[src/rtl/brm_pkg.sv]
// Package for the byte register machine: payload structs, opcodes, status codes.
// No dependencies.
package brm_pkg;

  typedef struct packed {
    logic [1:0]        req_type;
    logic [6:0]        mem_addr;
    logic signed [7:0] mem_data;
    logic signed [7:0] load_a;
    logic signed [7:0] load_b;
    logic signed [7:0] load_c;
    logic signed [7:0] load_d;
    logic [7:0]        load_pc;
  } req_t;

  typedef struct packed {
    logic [2:0]        status;
    logic signed [7:0] reg_a;
    logic signed [7:0] reg_b;
    logic signed [7:0] reg_c;
    logic signed [7:0] reg_d;
    logic [7:0]        prog_counter;
    logic              terminated;
    logic signed [7:0] read_data;
  } rsp_t;

  localparam logic [1:0] REQ_WRITE = 2'd0;
  localparam logic [1:0] REQ_READ  = 2'd1;
  localparam logic [1:0] REQ_LOAD  = 2'd2;
  localparam logic [1:0] REQ_STEP  = 2'd3;

  localparam logic [2:0] ST_OK    = 3'd0;
  localparam logic [2:0] ST_OVF   = 3'd1;
  localparam logic [2:0] ST_UNF   = 3'd2;
  localparam logic [2:0] ST_DIV0  = 3'd3;
  localparam logic [2:0] ST_ILL   = 3'd4;
  localparam logic [2:0] ST_FAULT = 3'd5;
  localparam logic [2:0] ST_UNSUP = 3'd6;

  localparam logic [7:0] OP_RET = 8'h00;
  localparam logic [7:0] OP_MOV = 8'h01;
  localparam logic [7:0] OP_WRI = 8'h02;
  localparam logic [7:0] OP_ADD = 8'h03;
  localparam logic [7:0] OP_SUB = 8'h04;
  localparam logic [7:0] OP_MUL = 8'h05;
  localparam logic [7:0] OP_DIV = 8'h06;
  localparam logic [7:0] OP_MOD = 8'h07;
  localparam logic [7:0] OP_INC = 8'h08;
  localparam logic [7:0] OP_DEC = 8'h09;
  localparam logic [7:0] OP_JUM = 8'h0A;
  localparam logic [7:0] OP_IFS = 8'h0B;
  localparam logic [7:0] OP_IFE = 8'h0C;
  localparam logic [7:0] OP_IFB = 8'h0D;
  localparam logic [7:0] OP_IFN = 8'h0E;
  localparam logic [7:0] OP_SYS_LO = 8'h0F;
  localparam logic [7:0] OP_SYS_HI = 8'h19;
  localparam logic [7:0] OP_NOP = 8'hFF;

  localparam logic CFG_UPPER = 1'b0;
  localparam logic CFG_LOWER = 1'b1;

endpackage

[src/rtl/byte_register_machine_step.sv]
// Byte register machine: request sequencer, register file, iterative divider.
// Depends on brm_pkg and brm_ram.
//
// Usage: requests enter on in_valid/in_stall as brm_pkg::req_t, one at a time;
// each gives exactly one brm_pkg::rsp_t on out_valid/out_stall. in_stall is high
// while a request is in work or its response waits. A memory write, context
// load or out-of-range access goes from S_DONE to S_OUT once taken; a memory
// read passes through S_RD and S_RDW first. A step fetches its opcode and
// operand bytes and reads its memory operands, all through the single RAM
// port; DIV/MOD add 8 restoring divide iterations and a state to apply the
// signs. Each request holds the port until its response is taken.
// A result is written back only when the step finishes without error.
// Configuration writes (cfg_we, cfg_index, cfg_data) set the upper and lower
// bounds and must occur while idle.
// Reset clears registers and PC, sets bounds to 127/-128; memory contents are
// undefined until written. A stalled response holds until taken; no new
// request is accepted meanwhile.
module byte_register_machine_step #(
  parameter int MEM_DEPTH = 128
) (
  input  logic            clk,
  input  logic            rst,
  input  logic            in_valid,
  output logic            in_stall,
  input  brm_pkg::req_t   in_data,
  output logic            out_valid,
  input  logic            out_stall,
  output brm_pkg::rsp_t   out_data,
  input  logic            cfg_we,
  input  logic            cfg_index,
  input  logic [7:0]      cfg_data
);
  localparam int AW = $clog2(MEM_DEPTH);

  localparam logic [3:0] S_IDLE  = 4'd0;
  localparam logic [3:0] S_RD    = 4'd1;
  localparam logic [3:0] S_RDW   = 4'd2;
  localparam logic [3:0] S_OP    = 4'd3;
  localparam logic [3:0] S_LOCA  = 4'd4;
  localparam logic [3:0] S_VALA  = 4'd5;
  localparam logic [3:0] S_LOCB  = 4'd6;
  localparam logic [3:0] S_VALB  = 4'd7;
  localparam logic [3:0] S_IMM   = 4'd8;
  localparam logic [3:0] S_EXEC  = 4'd9;
  localparam logic [3:0] S_DIV   = 4'd10;
  localparam logic [3:0] S_DONE  = 4'd11;
  localparam logic [3:0] S_OUT   = 4'd12;
  localparam logic [3:0] S_FETCH = 4'd13;

  logic [3:0] state, ret_state;
  logic [6:0] upper_bound;
  logic signed [7:0] lower_bound;
  logic signed [7:0] acc [4];
  logic [7:0] pc, pcw;
  brm_pkg::req_t req;
  logic [7:0] op;
  logic [8:0] loca;   // [8]=memory, [7:0] reg index or address
  logic signed [7:0] va, vb, imm;
  logic [2:0] st;
  logic term;
  logic signed [7:0] rd;
  logic vb_mem;

  logic ram_we;
  logic [AW-1:0] ram_addr;
  logic [7:0] ram_wdata, ram_rdata;
  logic [AW-1:0] rd_addr;

  brm_ram #(.WIDTH(8), .DEPTH(MEM_DEPTH)) u_ram (
    .clk(clk), .we(ram_we), .addr(ram_addr), .wdata(ram_wdata), .rdata(ram_rdata)
  );

  // divider
  logic [7:0] dq, dr, dd;
  logic [3:0] dcnt;
  logic [8:0] dtrial;
  logic [7:0] mag_a, mag_b;
  assign mag_a = va[7] ? 8'(-va) : 8'(va);
  assign mag_b = vb[7] ? 8'(-vb) : 8'(vb);
  assign dtrial = {dr, dq[7]} - {1'b0, dd};

  logic signed [7:0] wval;
  logic wr_mem;
  logic [AW-1:0] wr_addr;

  logic signed [15:0] prod;
  logic signed [7:0] fb;
  assign fb = $signed(ram_rdata);
  assign prod = va * vb;

  function automatic logic [2:0] bchk(input logic signed [15:0] v,
                                      input logic [6:0] ub, input logic signed [7:0] lb);
    if (v > $signed({9'd0, ub})) begin
      return brm_pkg::ST_OVF;
    end else if (v < 16'(lb)) begin
      return brm_pkg::ST_UNF;
    end
    return brm_pkg::ST_OK;
  endfunction

  logic pc_ok;
  assign pc_ok = (32'(pcw) < MEM_DEPTH);
  logic byte_is_reg, byte_is_mem;
  assign byte_is_reg = (fb >= -8'sd4) && (fb <= -8'sd1);
  assign byte_is_mem = !fb[7] && (32'(ram_rdata) < MEM_DEPTH);

  always_comb begin
    ram_we = 1'b0;
    ram_wdata = 8'(wval);
    ram_addr = rd_addr;
    if (state == S_FETCH) begin
      ram_addr = AW'(pcw);
    end
    if (state == S_DONE && wr_mem && st == brm_pkg::ST_OK) begin
      ram_we = 1'b1;
      ram_addr = wr_addr;
    end
  end

  assign in_stall = (state != S_IDLE);
  assign out_valid = (state == S_OUT);

  always_ff @(posedge clk) begin
    if (rst) begin
      state <= S_IDLE;
      upper_bound <= 7'd127;
      lower_bound <= -8'sd128;
      for (int i = 0; i < 4; i++) acc[i] <= 8'sd0;
      pc <= 8'd0;
      wr_mem <= 1'b0;
    end else begin
      if (cfg_we) begin
        if (cfg_index == brm_pkg::CFG_UPPER) upper_bound <= cfg_data[6:0];
        else lower_bound <= $signed(cfg_data);
      end
      case (state)
        S_IDLE: begin
          if (in_valid) begin
            req <= in_data;
            st <= brm_pkg::ST_OK;
            term <= 1'b0;
            rd <= 8'sd0;
            wr_mem <= 1'b0;
            pcw <= pc;
            case (in_data.req_type)
              brm_pkg::REQ_WRITE: begin
                if (32'(in_data.mem_addr) < MEM_DEPTH) begin
                  wr_mem <= 1'b1;
                  wr_addr <= AW'(in_data.mem_addr);
                  wval <= in_data.mem_data;
                end else st <= brm_pkg::ST_FAULT;
                state <= S_DONE;
              end
              brm_pkg::REQ_READ: begin
                if (32'(in_data.mem_addr) < MEM_DEPTH) begin
                  rd_addr <= AW'(in_data.mem_addr);
                  state <= S_RD;
                end else begin
                  st <= brm_pkg::ST_FAULT;
                  state <= S_DONE;
                end
              end
              brm_pkg::REQ_LOAD: begin
                acc[0] <= in_data.load_a;
                acc[1] <= in_data.load_b;
                acc[2] <= in_data.load_c;
                acc[3] <= in_data.load_d;
                pc <= in_data.load_pc;
                state <= S_DONE;
              end
              default: begin
                ret_state <= S_OP;
                state <= S_FETCH;
              end
            endcase
          end
        end
        S_RD: state <= S_RDW;
        S_RDW: begin
          rd <= fb;
          state <= S_DONE;
        end
        S_FETCH: begin
          if (pc_ok) begin
            pcw <= pcw + 8'd1;
            state <= ret_state;
          end else begin
            st <= brm_pkg::ST_FAULT;
            state <= S_DONE;
          end
        end
        S_OP: begin
          op <= ram_rdata;
          state <= S_DONE;
          if (ram_rdata == brm_pkg::OP_RET) term <= 1'b1;
          else if (ram_rdata == brm_pkg::OP_NOP) begin
          end else if (ram_rdata >= brm_pkg::OP_SYS_LO && ram_rdata <= brm_pkg::OP_SYS_HI)
            st <= brm_pkg::ST_UNSUP;
          else if (ram_rdata > brm_pkg::OP_SYS_HI) st <= brm_pkg::ST_ILL;
          else if (ram_rdata == brm_pkg::OP_JUM) begin
            ret_state <= S_IMM;
            state <= S_FETCH;
          end else begin
            ret_state <= S_LOCA;
            state <= S_FETCH;
          end
        end
        S_LOCA, S_LOCB: begin
          if (byte_is_reg) begin
            if (state == S_LOCA) begin
              loca <= {1'b0, 8'(-fb - 8'sd1)};
              va <= acc[2'(-fb - 8'sd1)];
            end else vb <= acc[2'(-fb - 8'sd1)];
            state <= (state == S_LOCA) ? S_VALA : S_VALB;
            ret_state <= S_IDLE;
          end else if (byte_is_mem) begin
            if (state == S_LOCA) loca <= {1'b1, ram_rdata};
            rd_addr <= AW'(ram_rdata);
            ret_state <= S_RD;
            state <= (state == S_LOCA) ? S_VALA : S_VALB;
          end else begin
            st <= brm_pkg::ST_FAULT;
            state <= S_DONE;
          end
        end
        S_VALA, S_VALB: begin
          // ret_state==S_RD marks a memory operand whose read data is not yet valid
          if (ret_state == S_RD) begin
            ret_state <= S_IDLE;
          end else begin
            if (state == S_VALA) begin
              if (loca[8]) va <= fb;
              if (op == brm_pkg::OP_INC || op == brm_pkg::OP_DEC) state <= S_EXEC;
              else if (op == brm_pkg::OP_WRI || op >= brm_pkg::OP_IFS) begin
                ret_state <= S_IMM;
                state <= S_FETCH;
              end else begin
                ret_state <= S_LOCB;
                state <= S_FETCH;
              end
            end else begin
              if (ret_state == S_IDLE && vb_mem) vb <= fb;
              state <= S_EXEC;
            end
          end
        end
        S_IMM: begin
          imm <= fb;
          state <= S_EXEC;
        end
        S_EXEC: begin
          state <= S_DONE;
          wr_mem <= loca[8];
          wr_addr <= AW'(loca[7:0]);
          case (op)
            brm_pkg::OP_JUM: begin wr_mem <= 1'b0; pcw <= 8'(imm); end
            brm_pkg::OP_WRI: wval <= imm;
            brm_pkg::OP_IFS: begin wr_mem <= 1'b0; if (va < 0) pcw <= 8'(imm); end
            brm_pkg::OP_IFE: begin wr_mem <= 1'b0; if (va == 0) pcw <= 8'(imm); end
            brm_pkg::OP_IFB: begin wr_mem <= 1'b0; if (va > 0) pcw <= 8'(imm); end
            brm_pkg::OP_IFN: begin wr_mem <= 1'b0; if (va != 0) pcw <= 8'(imm); end
            brm_pkg::OP_MOV: wval <= vb;
            brm_pkg::OP_ADD: begin
              wval <= va + vb;
              st <= bchk(16'(va) + 16'(vb), upper_bound, lower_bound);
            end
            brm_pkg::OP_SUB: begin
              wval <= va - vb;
              st <= bchk(16'(va) - 16'(vb), upper_bound, lower_bound);
            end
            brm_pkg::OP_MUL: begin
              wval <= prod[7:0];
              st <= bchk(prod, upper_bound, lower_bound);
            end
            brm_pkg::OP_INC: begin
              wval <= va + 8'sd1;
              st <= bchk(16'(va) + 16'sd1, upper_bound, lower_bound);
            end
            brm_pkg::OP_DEC: begin
              wval <= va - 8'sd1;
              st <= bchk(16'(va) - 16'sd1, upper_bound, lower_bound);
            end
            default: begin
              if (vb == 0) st <= brm_pkg::ST_DIV0;
              else begin
                dq <= mag_a;
                dr <= 8'd0;
                dd <= mag_b;
                dcnt <= 4'd8;
                state <= S_DIV;
              end
            end
          endcase
        end
        S_DIV: begin
          if (dcnt != 4'd0) begin
            dcnt <= dcnt - 4'd1;
            if (!dtrial[8]) begin
              dr <= dtrial[7:0];
              dq <= {dq[6:0], 1'b1};
            end else begin
              dr <= {dr[6:0], dq[7]};
              dq <= {dq[6:0], 1'b0};
            end
          end else begin
            if (op == brm_pkg::OP_DIV) wval <= (va[7] ^ vb[7]) ? $signed(8'(-dq)) : $signed(dq);
            else wval <= va[7] ? $signed(8'(-dr)) : $signed(dr);
            state <= S_DONE;
          end
        end
        S_DONE: begin
          if (req.req_type == brm_pkg::REQ_STEP) begin
            if (st == brm_pkg::ST_OK) begin
              pc <= pcw;
              if (!wr_mem && op != brm_pkg::OP_JUM && op != brm_pkg::OP_RET &&
                  op != brm_pkg::OP_NOP && op < brm_pkg::OP_IFS)
                acc[loca[1:0]] <= wval;
            end else term <= 1'b0;
          end
          state <= S_OUT;
        end
        S_OUT: begin
          if (!out_stall) state <= S_IDLE;
        end
        default: state <= S_IDLE;
      endcase
    end
  end

  // B operand memory flag
  always_ff @(posedge clk) begin
    if (state == S_LOCB) vb_mem <= byte_is_mem && !byte_is_reg;
  end

  always_comb begin
    out_data.status = st;
    out_data.reg_a = acc[0];
    out_data.reg_b = acc[1];
    out_data.reg_c = acc[2];
    out_data.reg_d = acc[3];
    out_data.prog_counter = pc;
    out_data.terminated = term;
    out_data.read_data = rd;
  end

  a_in_busy: assert property (@(posedge clk) disable iff (rst)
    out_valid |-> in_stall) else $error("accept while response pending");
  a_hold: assert property (@(posedge clk) disable iff (rst)
    out_valid && out_stall |=> out_valid && $stable(out_data))
    else $error("response changed under stall");
  a_term: assert property (@(posedge clk) disable iff (rst)
    out_valid && out_data.terminated |-> out_data.status == brm_pkg::ST_OK)
    else $error("terminated with error");
  a_rd: assert property (@(posedge clk) disable iff (rst)
    out_valid && req.req_type != brm_pkg::REQ_READ |-> out_data.read_data == 8'sd0)
    else $error("read data on non-read");
endmodule

[src/rtl/brm_ram.sv]
// Generic single-port RAM with registered read.
// No dependencies.
module brm_ram #(
  parameter int WIDTH = 8,
  parameter int DEPTH = 128
) (
  input  logic                     clk,
  input  logic                     we,
  input  logic [$clog2(DEPTH)-1:0] addr,
  input  logic [WIDTH-1:0]         wdata,
  output logic [WIDTH-1:0]         rdata
);
  logic [WIDTH-1:0] mem [DEPTH];

  always_ff @(posedge clk) begin
    if (we) begin
      mem[addr] <= wdata;
    end
    rdata <= mem[addr];
  end
endmodule
[config.mk]
export PLATFORM = sky130hd
export DESIGN_NAME = byte_register_machine_step
export DESIGN_NICKNAME = d
export VERILOG_FILES = /design/src/rtl/brm_pkg.sv /design/src/rtl/byte_register_machine_step.sv /design/src/rtl/brm_ram.sv
export SDC_FILE = /design/constraint.sdc
export NUM_CORES = 2
export LEC_CHECK = 0
export BUFFER_PORTS_ARGS = -buffer_cell sky130_fd_sc_hd__buf_4
export CAP_MARGIN = 10
export CELL_PAD_IN_SITES_DETAIL_PLACEMENT = 0
export CELL_PAD_IN_SITES_GLOBAL_PLACEMENT = 2
export CORE_MARGIN = 5
export CORE_UTILIZATION = 45
export CTS_CLUSTER_DIAMETER = 100
export DETAILED_ROUTE_END_ITERATION = 8
export PLACE_DENSITY_LB_ADDON = 0.1
export SYNTH_ARGS = -nofsm -noshare
export SYNTH_HDL_FRONTEND = slang
export SYNTH_SLANG_ARGS = --single-unit
[constraint.sdc]
create_clock -name clk -period 7.27 [get_ports clk]
set_clock_uncertainty 0.1 [all_clocks]
set_input_delay 1.0905 -clock clk [delete_from_list [all_inputs] [get_ports clk]]
set_output_delay 1.0905 -clock clk [all_outputs]
set_load 0.03 [all_outputs]
==> out/results.txt <==
Detailed Place HPWL -> 107,000 um
Yosys cell types -> 75
HP Class -> reg -> reg
WS Path Type -> reg -> reg
simple-gate area share of the yosys netlist -> 6.60%
Fmax achieved -> 157 MHz
final period utilization -> 87.4%
Comb power frac -> 14.7%
Final Wtd Congestion -> 0.886
Mean Syn Cell Area -> 14.2 um2
Die Ht -> 353 um
CTS buffer count -> 130
clock sink count -> 1,209
Seq/Total Area, Yosys -> 68.0%
vias per cell -> 6.13
FFs w/ async S/R, synth -> 0%
Clk pin slew, worst setup/hold paths -> 0.06 ns
status -> finished clean
Total Power -> 17.6 mW
number of fill cells in the layout -> 9,804
main combinational cell family by area after synthesis -> compound AO/OA/AOI/OAI gates
final setup vio count -> 0
top flop regs -> u_ram.mem: 1024 flops, acc: 32 flops
NetSw -> 4.84 mW
CTS resizes -> 0
drt wl/cell -> 29.6 um
clock share of power -> 37.0%
dpl ws -> 0.944 ns
syn_nets -> 4,003
minimum clock period -> 6.35 ns
DR vias -> 33,900
Worst Max-Slew Pin Slew -> 1.23 ns
Pre-antenna DRT Iters -> 6
Final #Nets -> 4,178
#FFs+latches synth -> 1,209
total placed cells including tap cells -> 5,290
Final Max Tran Viols -> 0
share of layout cells above drive strength 1 -> 12.2%
grt total ovfl -> 0
Row Count -> 125
adder and majority gate portion of the synthesized area -> 5.76%
Worst Slack Setup Final -> 0.916 ns
deepest clock path buffer count -> 3
peak supply drop -> 231 uV
Synth Area in Compound Gates -> 14.4%
antenna violations before repair -> 3
Switching Fraction -> 27.6%
Final ANT Viol Nets -> 0
largest net degree at the start of global routing -> 109
hold_buf cts -> 0
Reg area -> 35,900 um2
crit path max fanout -> 10
DRC Markers -> 0
core area -> 116,000 um2
I/O Pins -> 125
Clk Latency, worst-skew pair -> 0.74 ns
Routed WL -> 164,000 um
XOR/XNOR Fraction of Synth Area -> 1.51%
P_leak -> 20.0 nW
GRT Total Usage -> 25.8%
clock root cell -> clkbuf_16
IO Port Bufs -> 124
H-tree Lvls -> 4
Yosys Warn Count -> 0
area occupied by multi-input gates -> 15,500 um2
area delta synth->final -> 14.0%
CP Data Arrival Time -> 6.68 ns
Initial DRC Count -> 3,385
CTS tree -> yes
cell count after synthesis -> 3,724
vias in the first global route -> 33,900
synthesized area -> 52,800 um2
final std cells w/o fill -> 5,529
crit path capture type -> flop
RSZ-0062 raised after global routing -> no
Top reg by flops -> u_ram.mem
first-pass GRT wire length -> 238,000 um
Worst Path Required -> 7.60 ns
Fin Setup TNS -> 0 ns
startpoint types -> flop
relative slew slack -> 17.2%
post-synthesis mux area share -> 0.855%
Post-synth EDFFs -> 1,173
max cap viols -> 0
r2r setup slk -> 0.92 ns
Reg power frac -> 48.3%
internal power -> 12.7 mW
ys flop type -> edfxtp_1
initial core utilization -> 45.4%
DIE WIDTH -> 353 um
cell area power density -> 292 nW/um2
Die ar. -> 124,000 um2
max reg flops -> 1,024
Final Hold Vio Count -> 0
postcts setup bufs -> 0
## per-layer routing
metal | track usage [%] | vias up | share of wire, %
li1 | - | 15000 | -
met1 | 34.3 | 17300 | 41
met2 | 42.8 | 1343 | 49
met3 | 4.25 | 266 | 6.4
met4 | 9.79 | 2 | 4.1
met5 | 0 | - | 0.0043
## path summary, 6_finish.rpt
| kind | startpoint | endpoint | cells past startpoint |
|---|---|---|---|
| max reg2reg | vb[2] | st[0] | 23 |
| min reg2reg | lower_bound[2] | lower_bound[2] | 2 |
| max | vb[2] | st[0] | 23 |
| min | lower_bound[2] | lower_bound[2] | 2 |
## power groups by stage
stage | combinational, mW | clock (mW) | sequential [mW]
final | 2.59 | 6.49 | 8.49
after global routing | 2.78 | 6.90 | 8.50
after CTS | 2.60 | 6.59 | 8.49
after detailed placement | 2.59 | 0 | 8.63
after global placement | 2.55 | 0 | 8.63
after floorplan | 1.19 | 0 | 8.87
## cell type report
| type | instances | area share [%] |
|---|---|---|
| clock inverters | 68 | 1.21 |
| flip-flops and latches | 1209 | 59.7 |
| repair buffers | 262 | 3.49 |
| multi-input cells | 2139 | 25.7 |
| clock buffers | 168 | 5.76 |
| diodes | 2 | 0.00831 |
| inverters | 157 | 0.978 |
| well taps | 1524 | 3.17 |
## worst max-delay path, cell delays in order, from the launching register on
cell	delay, ns
edfxtp_1	0.63
clkinv_1	0.36
nor2_1	0.19
ha_1	0.16
inv_1	0.05
fa_1	0.47
inv_1	0.04
ha_1	0.26
inv_1	0.04
fa_1	0.43
inv_1	0.07
ha_1	0.17
inv_1	0.07
fa_1	0.45
xnor2_1	0.49
ha_1	0.35
nand3_1	0.10
o21bai_1	0.11
a22oi_1	0.11
or4_1	0.41
or4_1	0.41
o31ai_1	0.33
or3_1	0.17
o211ai_1	0.08
## synth_stat cells (all sizes together) (28+ instances only)
library cell  count  area [um2]
edfxtp         1173       35200
a22oi           516        3870
nor2            279        1050
nand2           237         897
clkbuf          157         591
inv             152         571
ha              149        1860
a41oi           127        1110
a21oi            98         490
o21ai            95         475
xnor2            67         587
buf              62         328
fa               59        1180
nor3             46         230
and2             39         244
a22o             37         324
dfxtp            36         721
nand3            35         188
a21o             28         210
## per-stage QoR
| step | util, % | hold slack, ns | instance area [um2] |
|---|---|---|---|
| 6_report | 51.8 | 0.363 | 60200 |
| 5_1_grt | 51.8 | 0.388 | 60200 |
| 4_1_cts | 51.7 | 0.362 | 60200 |
| 3_5_place_dp | 48.1 | 0.354 | 56000 |
| 3_3_place_gp | 48.1 | 0.355 | 56000 |
| 2_1_floorplan | - | 0.324 | 52800 |
## placed cells by master (no fill, tap or decap), types with 19 or more instances in the layout
cell / netlist / routed
a21o_1: 28 / 28
a21oi_1: 98 / 97
a22o_1: 37 / 37
a22oi_1: 516 / 516
a41oi_1: 127 / 127
and2_1: 39 / 39
buf_4: 3 / 250
clkbuf_1: 156 / 32
clkbuf_16: 0 / 131
clkinv_1: 5 / 25
dfxtp_1: 36 / 36
edfxtp_1: 1173 / 1173
fa_1: 59 / 59
ha_1: 149 / 149
inv_1: 152 / 152
mux2i_1: 20 / 20
nand2_1: 234 / 234
nand3_1: 34 / 34
nor2_1: 278 / 270
nor2b_1: 20 / 20
nor3_1: 46 / 44
nor4_1: 24 / 22
o21a_1: 19 / 19
o21ai_0: 93 / 93
xnor2_1: 67 / 67
xor2_1: 24 / 24
## kinds of logic (layout without fill, tap and decap cells)
kind of cell,count (synthesis),in the layout
AO/OA/AOI/OAI,1043,1043
buffers and inverters,376,655
flip-flops,1209,1209
XOR/XNOR,91,91
other,0,2
multiplexers,34,34
AND/OR/NAND/NOR,763,763
adder cells (fa/ha/maj),208,208
Note: power is estimated with default switching activity, not from simulation.
